--- src/sv/frag_pkg.sv ---
// frag_pkg: shared types, constants and the payload-send function of the message fragmenter.
// Depends on nothing; imported by every frag_* module and by message_fragmenter_core.
package frag_pkg;

	localparam int MAX_PAYLOAD = 32;
	localparam int Q_DEPTH     = 4;
	localparam int QPTR_W      = $clog2(Q_DEPTH);
	localparam int QCNT_W      = $clog2(Q_DEPTH + 1);

	localparam logic [7:0] INFO_HEADER = 8'h80;

	localparam logic REG_VERSION   = 1'b0;
	localparam logic REG_PRIO_MASK = 1'b1;

	typedef struct packed {
		logic [7:0]  msg_byte;
		logic        first_of_message;
		logic [15:0] message_length;
		logic [5:0]  priority_req;
		logic        is_data;
		logic [7:0]  message_header;
	} in_item_t;

	typedef struct packed {
		logic [7:0] frame_byte;
		logic       frame_start;
		logic       frame_end;
		logic       message_end;
		logic       frame_is_data;
		logic [5:0] frame_priority;
		logic       run_last;
	} out_item_t;

	typedef enum logic [1:0] {
		PH_LEN,
		PH_INFO,
		PH_PKG,
		PH_DATA
	} phase_t;

	typedef struct packed {
		logic       vld;
		logic       hdr;
		logic [7:0] len_byte;
		logic [7:0] pkg;
		logic [7:0] data;
		logic       fe;
		logic       me;
	} slot_t;

	typedef struct packed {
		slot_t      s0;
		slot_t      s1;
		logic [5:0] prio;
		logic       dflag;
	} entry_t;

	typedef struct packed {
		slot_t       slot;
		logic [16:0] ml;
		logic [7:0]  fl;
	} send_res_t;

	function automatic send_res_t frag_send(logic [16:0] ml, logic [7:0] fl, logic [7:0] b,
			logic [5:0] ver, logic [5:0] prio, logic dflag);
		send_res_t  r;
		logic       last;
		logic [7:0] len;
		logic [7:0] fl_n;
		last = (ml <= 17'(MAX_PAYLOAD));
		len  = last ? ml[7:0] : 8'(MAX_PAYLOAD);
		fl_n = (fl == 8'd0) ? len : fl;
		r.ml = ml - 17'd1;
		r.fl = fl_n - 8'd1;
		r.slot.vld      = 1'b1;
		r.slot.hdr      = (fl == 8'd0);
		r.slot.len_byte = len + 8'd2;
		r.slot.pkg      = {last, dflag, ver | prio};
		r.slot.data     = b;
		r.slot.fe       = (r.fl == 8'd0);
		r.slot.me       = (r.ml == 17'd0);
		return r;
	endfunction

endpackage

--- src/sv/message_fragmenter_core.sv ---
// message_fragmenter_core: top level with the configuration registers, front, queue and back.
// Depends on frag_pkg, frag_front, frag_queue and frag_back.
//
// Cuts each message, led by its message-header byte, into frames of at most MAX_PAYLOAD
// payload bytes and sends them one byte beat per cycle while out_stall is low: length,
// info header 0x80, package header, then payload. The input side takes one beat per cycle
// while the four-entry queue between front and back has room; an input beat yields zero to
// five output beats (up to eight with MAX_PAYLOAD of 1), so the sustained rate is set
// by the back end, and input stalls appear at frame starts. Registers: version_field at
// address 0, the priority mask at address 4; write them only while the block is idle.
module message_fragmenter_core (
	input  logic                clk,
	input  logic                arst_n,
	input  logic                in_valid,
	output logic                in_stall,
	input  frag_pkg::in_item_t  in_data,
	output logic                out_valid,
	input  logic                out_stall,
	output frag_pkg::out_item_t out_data,
	input  logic                psel,
	input  logic                penable,
	input  logic                pwrite,
	input  logic [2:0]          paddr,
	input  logic [31:0]         pwdata,
	output logic [31:0]         prdata,
	output logic                pready
);
	import frag_pkg::*;

	logic [5:0] version_q;
	logic [5:0] pmask_q;
	logic       q_full;
	logic       push;
	entry_t     push_entry;
	logic       pop;
	logic       head_vld;
	entry_t     head;
	logic       wr_en;

	assign pready = 1'b1;
	assign wr_en  = psel && penable && pwrite && pready;
	assign prdata = (paddr[2] == REG_PRIO_MASK) ? {26'd0, pmask_q} : {26'd0, version_q};

	always_ff @(posedge clk or negedge arst_n) begin
		if (!arst_n) begin
			version_q <= 6'd0;
			pmask_q   <= 6'd7;
		end else if (wr_en) begin
			if (paddr[2] == REG_VERSION) begin
				version_q <= pwdata[5:0];
			end else begin
				pmask_q <= pwdata[5:0];
			end
		end
	end

	frag_front u_front (
		.clk        (clk),
		.arst_n     (arst_n),
		.in_valid   (in_valid),
		.in_stall   (in_stall),
		.in_data    (in_data),
		.version    (version_q),
		.pmask      (pmask_q),
		.q_full     (q_full),
		.push       (push),
		.push_entry (push_entry)
	);

	frag_queue u_queue (
		.clk        (clk),
		.arst_n     (arst_n),
		.push       (push),
		.push_entry (push_entry),
		.full       (q_full),
		.pop        (pop),
		.head_vld   (head_vld),
		.head       (head)
	);

	frag_back u_back (
		.clk       (clk),
		.arst_n    (arst_n),
		.head_vld  (head_vld),
		.head      (head),
		.pop       (pop),
		.out_valid (out_valid),
		.out_stall (out_stall),
		.out_data  (out_data)
	);

endmodule

--- src/sv/frag_front.sv ---
// frag_front: accepts input beats, tracks message and frame counts, and turns each
// in-message beat into a queue entry of up to two payload slots. Depends on frag_pkg.
module frag_front (
	input  logic              clk,
	input  logic              arst_n,
	input  logic              in_valid,
	output logic              in_stall,
	input  frag_pkg::in_item_t in_data,
	input  logic [5:0]        version,
	input  logic [5:0]        pmask,
	input  logic              q_full,
	output logic              push,
	output frag_pkg::entry_t  push_entry
);
	import frag_pkg::*;

	logic [16:0] ml_q;
	logic [7:0]  fl_q;
	logic        in_msg_q;
	logic [5:0]  prio_q;
	logic        dflag_q;

	logic        accept;
	logic [5:0]  prio_n;
	logic        dflag_n;
	send_res_t   r0;
	send_res_t   r1;
	logic [16:0] ml_n;
	logic [7:0]  fl_n;

	assign in_stall = q_full;
	assign accept   = in_valid && !in_stall;

	always_comb begin
		prio_n  = in_data.first_of_message ? (in_data.priority_req & pmask) : prio_q;
		dflag_n = in_data.first_of_message ? in_data.is_data : dflag_q;
		if (in_data.first_of_message) begin
			r0 = frag_send({1'b0, in_data.message_length} + 17'd1, 8'd0,
				in_data.message_header, version, prio_n, dflag_n);
		end else begin
			r0 = frag_send(ml_q, fl_q, in_data.msg_byte, version, prio_n, dflag_n);
		end
		r1 = frag_send(r0.ml, r0.fl, in_data.msg_byte, version, prio_n, dflag_n);
		if (in_data.first_of_message && in_data.message_length != 16'd0) begin
			ml_n = r1.ml;
			fl_n = r1.fl;
			push_entry.s1 = r1.slot;
		end else begin
			ml_n = r0.ml;
			fl_n = r0.fl;
			push_entry.s1 = '0;
		end
		push_entry.s0    = r0.slot;
		push_entry.prio  = prio_n;
		push_entry.dflag = dflag_n;
		push = accept && (in_data.first_of_message || in_msg_q);
	end

	always_ff @(posedge clk or negedge arst_n) begin
		if (!arst_n) begin
			ml_q     <= '0;
			fl_q     <= '0;
			in_msg_q <= 1'b0;
			prio_q   <= '0;
			dflag_q  <= 1'b0;
		end else if (push) begin
			ml_q     <= ml_n;
			fl_q     <= fl_n;
			in_msg_q <= (ml_n != 17'd0);
			prio_q   <= prio_n;
			dflag_q  <= dflag_n;
		end
	end

endmodule

--- src/sv/frag_queue.sv ---
// frag_queue: short FIFO of classified entries between the front and the back.
// Depends on frag_pkg.
module frag_queue (
	input  logic             clk,
	input  logic             arst_n,
	input  logic             push,
	input  frag_pkg::entry_t push_entry,
	output logic             full,
	input  logic             pop,
	output logic             head_vld,
	output frag_pkg::entry_t head
);
	import frag_pkg::*;

	entry_t            mem_q [Q_DEPTH];
	logic [QPTR_W-1:0] wr_q;
	logic [QPTR_W-1:0] rd_q;
	logic [QCNT_W-1:0] cnt_q;

	assign full     = (cnt_q == QCNT_W'(Q_DEPTH));
	assign head_vld = (cnt_q != '0);
	assign head     = mem_q[rd_q];

	always_ff @(posedge clk) begin
		if (push) begin
			mem_q[wr_q] <= push_entry;
		end
	end

	always_ff @(posedge clk or negedge arst_n) begin
		if (!arst_n) begin
			wr_q  <= '0;
			rd_q  <= '0;
			cnt_q <= '0;
		end else begin
			if (push) begin
				wr_q <= wr_q + QPTR_W'(1);
			end
			if (pop) begin
				rd_q <= rd_q + QPTR_W'(1);
			end
			if (push && !pop) begin
				cnt_q <= cnt_q + QCNT_W'(1);
			end else if (pop && !push) begin
				cnt_q <= cnt_q - QCNT_W'(1);
			end
		end
	end

endmodule

--- src/sv/frag_back.sv ---
// frag_back: walks each queue entry and emits frame beats (length, info, package header,
// payload) through an output register. Depends on frag_pkg.
module frag_back (
	input  logic               clk,
	input  logic               arst_n,
	input  logic               head_vld,
	input  frag_pkg::entry_t   head,
	output logic               pop,
	output logic               out_valid,
	input  logic               out_stall,
	output frag_pkg::out_item_t out_data
);
	import frag_pkg::*;

	entry_t    cur_q;
	logic      cur_vld_q;
	logic      sel_q;
	phase_t    phase_q;
	out_item_t out_q;
	logic      out_vld_q;

	phase_t    phase_n;
	logic      sel_n;
	logic      adv;
	logic      fire;
	logic      done;
	slot_t     slot;
	out_item_t beat;

	assign out_valid = out_vld_q;
	assign out_data  = out_q;

	always_comb begin
		adv  = !out_vld_q || !out_stall;
		fire = adv && cur_vld_q;
		slot = sel_q ? cur_q.s1 : cur_q.s0;
		done = (phase_q == PH_DATA) && (sel_q || !cur_q.s1.vld);
		pop  = head_vld && (!cur_vld_q || (fire && done));

		beat.frame_start    = (phase_q == PH_LEN);
		beat.frame_end      = (phase_q == PH_DATA) && slot.fe;
		beat.message_end    = (phase_q == PH_DATA) && slot.me;
		beat.frame_is_data  = cur_q.dflag;
		beat.frame_priority = cur_q.prio;
		beat.run_last       = done;
		case (phase_q)
			PH_LEN:  beat.frame_byte = slot.len_byte;
			PH_INFO: beat.frame_byte = INFO_HEADER;
			PH_PKG:  beat.frame_byte = slot.pkg;
			PH_DATA: beat.frame_byte = slot.data;
			default: beat.frame_byte = slot.data;
		endcase

		phase_n = phase_q;
		sel_n   = sel_q;
		if (pop) begin
			sel_n   = 1'b0;
			phase_n = head.s0.hdr ? PH_LEN : PH_DATA;
		end else if (fire) begin
			case (phase_q)
				PH_LEN:  phase_n = PH_INFO;
				PH_INFO: phase_n = PH_PKG;
				PH_PKG:  phase_n = PH_DATA;
				PH_DATA: begin
					sel_n   = 1'b1;
					phase_n = cur_q.s1.hdr ? PH_LEN : PH_DATA;
				end
				default: phase_n = PH_DATA;
			endcase
		end
	end

	always_ff @(posedge clk or negedge arst_n) begin
		if (!arst_n) begin
			phase_q <= PH_LEN;
			sel_q   <= 1'b0;
		end else begin
			phase_q <= phase_n;
			sel_q   <= sel_n;
		end
	end

	always_ff @(posedge clk or negedge arst_n) begin
		if (!arst_n) begin
			cur_vld_q <= 1'b0;
			out_vld_q <= 1'b0;
		end else begin
			if (pop) begin
				cur_vld_q <= 1'b1;
			end else if (fire && done) begin
				cur_vld_q <= 1'b0;
			end
			if (adv) begin
				out_vld_q <= fire;
			end
		end
	end

	always_ff @(posedge clk) begin
		if (pop) begin
			cur_q <= head;
		end
		if (fire) begin
			out_q <= beat;
		end
	end

endmodule

--- config.mk ---
export PLATFORM = sky130hd
export DESIGN_NAME = message_fragmenter_core
export DESIGN_NICKNAME = d
export VERILOG_FILES = /design/src/sv/frag_pkg.sv /design/src/sv/message_fragmenter_core.sv /design/src/sv/frag_front.sv /design/src/sv/frag_queue.sv /design/src/sv/frag_back.sv
export SDC_FILE = /design/constraint.sdc
export NUM_CORES = 1
export LEC_CHECK = 0
export BUFFER_PORTS_ARGS = -buffer_cell sky130_fd_sc_hd__buf_2
export CORE_UTILIZATION = 55
export CTS_CLUSTER_DIAMETER = 60
export DETAILED_ROUTE_END_ITERATION = 8
export GPL_TIMING_DRIVEN = 0
export PLACE_DENSITY = 0.71
export REMOVE_ABC_BUFFERS = 1
export SLEW_MARGIN = 10
export SYNTH_ARGS = -nofsm -noshare
export SYNTH_HDL_FRONTEND = slang
export SYNTH_SLANG_ARGS = --single-unit
--- constraint.sdc ---
create_clock -name clk -period 5.8 [get_ports clk]
set_input_delay 0.58 -clock clk [delete_from_list [all_inputs] [get_ports clk]]
set_output_delay 0.58 -clock clk [all_outputs]
set_load 0.02 [all_outputs]
==> results of run 1 <==
cell type report:
type,count,area [sq um]
multi-input combinational,831,6594
antenna,1,2.502
tap,442,553.0
inverter,28,107.6
fill,2387,12310
timing repair buffer,91,635.6
clock buffer,49,1013
sequential,380,11140
clock inverter,19,97.59
kinds of logic after synthesis:
family	after synthesis	synth area share, %
muxes	113	10.78
adders and majority gates	21	1.494
AOI/OAI and AO/OA	206	8.014
buffers and inverters	125	3.437
other	2	0.04150
and+or+nand+nor	376	11.20
xor gates and xnor gates	72	3.527
DFF	380	61.51
stage by stage:
step | instance area, sq um | power [mW] | util, % | instances
2_1_floorplan | 17730 | 6.171 | - | 1239
3_3_place_gp | 18690 | 7.046 | 57.58 | 1761
3_5_place_dp | 18930 | 7.079 | 58.34 | 1769
4_1_cts | 20080 | 9.304 | 61.88 | 1838
5_1_grt | 20140 | 9.696 | 62.05 | 1840
6_report | 20140 | 9.251 | 62.06 | 1841
flip-flops by register name, indices dropped and copies added, names as in the netlist:
register and flops:
u_back.out_valid 1, u_back.cur_vld_q 1, u_front.prio_q 6, u_back.cur_q 54
u_back.beat 6, u_back.sel_q 1, u_back.out_data 19, u_queue.cnt_q 3
u_queue.rd_q 2, u_front.ml_q 17, version_q 6, u_queue.wr_q 2
u_front.in_msg_q 1, u_front.dflag_q 1, u_front.fl_q 8, pmask_q 6
u_back.phase_q 2, u_queue.mem_q 244
per-layer routing:
layer	up-vias	global-route usage, %
met5	-	0
met4	0	8.100
met3	76	2.641
met2	367	40.33
met1	5506	31.79
li1	5093	-
report_power, final:
part	switching [mW]	internal, mW	total (mW)
combinational	1.53	1.16	2.68
clock	0.961	1.24	2.20
sequential	0.488	3.88	4.37
final timing paths:
check / endpoint / slack, ps / depth (start not counted)
hold reg to reg: u_back.out_data[1] / 420 / 0
max in group asynchronous: u_queue.rd_q[0] / 5090 / 1
setup / recovery: u_queue.mem_q[3][8] / 270 / 20
setup reg to reg: u_queue.mem_q[3][8] / 270 / 20
min in group clk: version_q[5] / 310 / 2
hold / removal: u_front.prio_q[1] / 120 / 1
what timing repair did:
| item | CTS | global route |
|---|---|---|
| gates resized for setup | 6 | 8 |
| buffers inserted | 1 | 2 |
| endpoints found under the setup margin | 8 | 5 |
| pin swaps | 1 | 1 |
placed cells by master, fill, tap and decap left out, types with 15 or more instances in the layout:
cell         n
edfxtp_1   323
nand2_1     83
nor2_1      80
buf_2       77
mux4_2      61
o21ai_0     52
dfrtp_1     52
mux2_2      45
conb_1      43
clkbuf_16   39
nand3_1     38
xnor2_1     37
a21oi_1     35
xor2_1      32
nor3_1      28
inv_1       26
and3_1      24
ha_1        18
nor4_1      15
a221oi_1    15
==> results_dict.tcl, run 1 <==
set metrics [dict create \
    path_class "register to register" \
    end_kind "register" \
    met2_length_mm 19.85 \
    overflow 0 \
    vias 11040 \
    setup_viol 0 \
    synth_cell_type_count 98 \
    drv_slew 0 \
    drt_iter0_drc 967 \
    die_h_microns 183.4 \
    io_pins 136 \
    cts_hold_buf 0 \
    clk_pin_slew_worst_paths_ps 60 \
    cts_tree "built" \
    dr_wl_met3_mm 1.800 \
    fp.coreArea_sq_um 32450 \
    avgSynthCellArea_sq_um 13.97 \
    synthToLayoutAreaGrowth_pct 11.31 \
    first_global_vias 10820 \
    syn_area_sq_um 18090 \
    met1_length_mm 16.71 \
    dieWidth_microns 183.4 \
    drc 0 \
    clkSinkCount 380 \
    num_rows 66 \
    final.setup.tns_ps 0 \
    antenna_found_initial 0 \
    cts_buffer_depth 3 \
    cpPeakStageDelay_ps 530 \
    grtUsageTotal_pct 23.69 \
    yosys-top-cells-count "edfxtp_1 (323), nand2_1 (83), nor2_1 (80)" \
    viasPerCell 5.998 \
    gp_congestion 0.8899 \
    synth-main-ff-cell "edfxtp_1" \
    root_buffer "clkbuf_16" \
    drv_cap 0 \
    worstPathMaxFanout 7 \
    place_hpwl_mm 25.82 \
    slowest_stage "or4b_1" \
    h-tree-depth 2 \
    crit_buf_inv 2 \
    rsz0062_at_grt "false" \
    drive_gt1_share_pct 21.67 \
    grt_pass1_wl_mm 60.82 \
    p_leak_nw 7.040 \
    irDropWorstVdd_v 0.0002516 \
    dr.max_layer_used "met4" \
    synth_area_leader_cell "edfxtp_1" \
    hold_class "input pin to asynchronous set/reset pin" \
    hold_viol 0 \
    async_flop_share_pct 15.00 \
    worstPathArrival_ps 5780 \
    nets 1473 \
    yosysSeqAreaShare_pct 61.51 \
    ys_seq_elements 380 \
    grt_max_degree 76 \
    die-area_sq_um 33630 \
    max_freq_mhz 180.9 \
    synth_top_area_share_pct 53.60 \
    r2r-start "u_front.ml_q[0]" \
    finalCritPeriodShare_pct 95.33 \
    routedWlPerCell_microns 21.42 \
    cts_buffers 38 \
    antenna_left 0 \
    initial_core_util_pct 55.76 \
    worst_slack_ps 270.9 \
    crit_chain "inv_1 -> ha_2 -> or4b_1 -> a211o_1 -> nor3_4 -> a21oi_1 -> ha_1 -> nor3b_1 -> or3_1 -> nand3_1 -> o22a_2 -> and4bb_4 -> nand2_2 -> o31ai_4 -> inv_1 -> ha_1 -> and3_1 -> a2111oi_1 -> nor2_1 -> and4b_1" \
    slew_headroom_pct 21.33 \
    start_kind "register" \
    yosysWarnings 0 \
    worst_pin_slew_ps 1173 \
    wirelength_mm 39.44 \
    io_buffers 80 \
    dr.pass1.iters 7 \
    ys_top_cells_by_area "edfxtp_1 (54%), mux4_2 (7.6%), dfrtp_1 (7.5%), mux2_2 (2.8%), xnor2_1 (1.8%)" \
    critPathRequiredTime_ps 6050 \
    fin_crit_ps 5529 \
    postSynthCellCount 1295 \
    yosysMostFrequentCell "edfxtp_1" \
    synth_edf_count 323 \
    status "completed" \
    holdWs_ps 117.0 \
    dp_slack_ps -1328 \
    critPathTopFamily "simple AND/OR/NAND/NOR gates" \
    clkLatencyLatePin_ps 520 \
    fin_worst_skew_ps 22.43 \
    powerDensity_nw_per_um2 459.3 \
    setup.worst_path.start "u_front.ml_q[0]" \
]
Power figures use the tool's default switching activity.
==> inputs of run 2 (changes only) <==
Settings changed: CORE_UTILIZATION 55 to 61, PLACE_DENSITY 0.71 to 0.78, RECOVER_POWER from default to 100.
==> run 2 against run 1 <==
Effect of this change:
- the run now ends with capacitance limit, slew limit left
- clock skew increased by 4.3 ps
- maximum frequency fell by 0.34%
- register-to-register slack got worse by 20 ps
- worst hold slack improved by 200 ps
- die area fell by 9.7%
- critical path type unchanged
- sequential power about the same
- cell area shrank 0.50%
- clock power grew 9%
- via count increased by 2.1%
- largest cell class unchanged
- utilization up 7.2 points
- combinational power is essentially flat
- first-iteration DRC count increased by 16%
==> results_dict.tcl, run 2 (synthesis gave the netlist of run 1 again) <==
set metrics [dict create \
    root_buffer "clkbuf_16" \
    routedWlPerCell_microns 23.42 \
    cts_hold_buf 0 \
    grt_pass1_wl_mm 65.08 \
    path_class "register to register" \
    violations "capacitance limit, slew limit" \
    hold_viol 0 \
    end_kind "register" \
    vias 11270 \
    clkSinkCount 380 \
    largest_register_ffs 244 \
    n_fill_cell 1900 \
    mostFrequentLayoutCell "edfxtp_1" \
    cts_tree "built" \
    synthToLayoutAreaGrowth_pct 10.75 \
    powerDensity_nw_per_um2 472.3 \
    place_hpwl_mm 26.79 \
    top_register "u_queue.mem_q" \
    io_pins 136 \
    crit_chain "inv_1 -> ha_4 -> or4b_1 -> a211o_1 -> nor3_4 -> a21oi_1 -> ha_1 -> nor3b_1 -> or3_1 -> nand3_1 -> o22a_2 -> and4bb_4 -> nand2_2 -> o31ai_4 -> inv_1 -> ha_1 -> and3_1 -> a2111oi_1 -> nor2_1 -> and4b_1" \
    worst_slack_ps 252.3 \
    wirelength_mm 41.73 \
    start_kind "register" \
    dieWidth_microns 174.2 \
    crit_buf_inv 2 \
    final_cell_mix "edfxtp_1 (323), nand2_1 (83), nor2_1 (79), mux4_2 (61), o21ai_0 (54)" \
    h-tree-depth 2 \
    worstPathMaxFanout 7 \
    p_int_mw 6.424 \
    viasPerCell 6.324 \
    fp.coreArea_sq_um 28940 \
    initial_core_util_pct 62.54 \
    antenna_found_initial 0 \
    cts_buffer_depth 3 \
    overflow 0 \
    power_frac_seq_pct 46.4 \
    drv_cap 7 \
    r2r-start "u_front.ml_q[0]" \
    p_clk_share_pct 25.3 \
    dr.pass1.iters 5 \
    regArea_sq_um 11130 \
    cts_buffers 38 \
    slew_headroom_pct -128.6 \
    max_freq_mhz 180.3 \
    multi_input_area_sq_um 6585 \
    finalCritPeriodShare_pct 95.65 \
    dp_slack_ps -1344 \
    gp_congestion 0.9350 \
    io_buffers 80 \
    fin_worst_skew_ps 26.73 \
    worst_pin_slew_ps 3429 \
    grtUsageTotal_pct 28.10 \
    clkLatencyLatePin_ps 530 \
    drive_gt1_share_pct 18.24 \
    worstPathArrival_ps 5800 \
    die-area_sq_um 30360 \
    nets 1472 \
    fin_crit_ps 5548 \
    dp_cells 1712 \
    status "complete, but fails checks" \
    setup_viol 0 \
    antenna_left 0 \
    drt_iter0_drc 1117 \
    power_frac_comb_pct 28.3 \
    p_leak_nw 6.941 \
    first_global_vias 11350 \
    final.setup.tns_ps 0 \
    swShare_pct 32.13 \
    hold_class "input pin to register" \
    cpPeakStageDelay_ps 520 \
    final_cells 1782 \
    hp-start "pwdata[1]" \
    drc 0 \
    drv_slew 266 \
    p_switching_mw 3.041 \
    p_total_mw 9.464 \
    diodes 0 \
    final_util_pct 69.26 \
    slowest_stage "or4b_1" \
    die_h_microns 174.2 \
    irDropWorstVdd_v 0.0002565 \
    grt_max_degree 79 \
    critPathRequiredTime_ps 6050 \
    setup.worst_path.start "u_front.ml_q[0]" \
    clk_pin_slew_worst_paths_ps 60 \
    num_rows 62 \
    critPathTopFamily "simple AND/OR/NAND/NOR gates" \
]
-- run 2: cell count changes in the layout (fill, tap and decap cells not counted), moves of 6 or more --
cell / previous run / this run
clkinv_2: 9 / 3
buf_2: 77 / 51
mux2_1: 0 / 10
mux2_2: 45 / 35
and2_0: 1 / 9
clkbuf_1: 10 / 42
-- run 2: repair_timing --
action | in CTS | in global routing
setup endpoints to repair | 9 | 5
pin swaps | 1 | 1
buffers inserted | 1 | 0
gates resized for setup | 5 | 10
hold endpoints to repair | 0 | 0
-- run 2: area by class of cell --
type	count	share of cell area (%)
clock buffers	53	5.282
clock inverters	16	0.8054
inverters	28	0.5307
multi-input cells	831	32.86
flip-flops and latches	380	55.56
well taps	384	2.398
repair buffers	90	2.566
-- run 2: final timing paths --
| check | slack, ps | to | cells after the start |
|---|---|---|---|
| min | 320 | version_q[1] | 2 |
| min reg2reg | 430 | u_back.out_data[2] | 0 |
| max in group asynchronous | 2200 | u_queue.rd_q[1] | 1 |
| min in group asynchronous | 1220 | u_front.prio_q[4] | 1 |
| max reg2reg | 250 | u_queue.mem_q[3][8] | 20 |
| max | 250 | u_queue.mem_q[3][8] | 20 |
-- run 2: routing by layer --
layer	routed length [microns]	vias up	track usage [%]
met1	16740	5672	36.89
met3	2052	74	2.756
li1	-	5110	-
met2	21630	414	49.27
met4	1311	0	9.393
met5	0	-	0
-- run 2: power by group through the flow --
stage / Clock [mW] / Combinational [mW] / Sequential (mW)
6_report: 2.39 / 2.68 / 4.39
5_1_grt: 2.52 / 2.90 / 4.46
4_1_cts: 2.42 / 2.71 / 4.38
3_5_place_dp: 0 / 2.68 / 4.42
3_3_place_gp: 0 / 2.44 / 4.56
2_1_floorplan: 0 / 1.76 / 4.41
-- run 2: worst reg2reg max path, cell delays in order (launching register included) --
cell,delay [ps]
dfrtp_1,460
inv_1,210
ha_4,210
or4b_1,520
a211o_1,370
nor3_4,270
a21oi_1,180
ha_1,260
nor3b_1,190
or3_1,320
nand3_1,160
o22a_2,250
and4bb_4,290
nand2_2,150
o31ai_4,240
inv_1,80
ha_1,230
and3_1,200
a2111oi_1,380
nor2_1,80
and4b_1,240
-- run 2: per-stage QoR --
stage	cell area, sq um	hold WS [ps]
floorplan	17730	284.4
global placement	18610	404.1
detailed placement	18850	414.7
CTS	20100	180.1
global route	20040	313.4
finish	20040	316.1
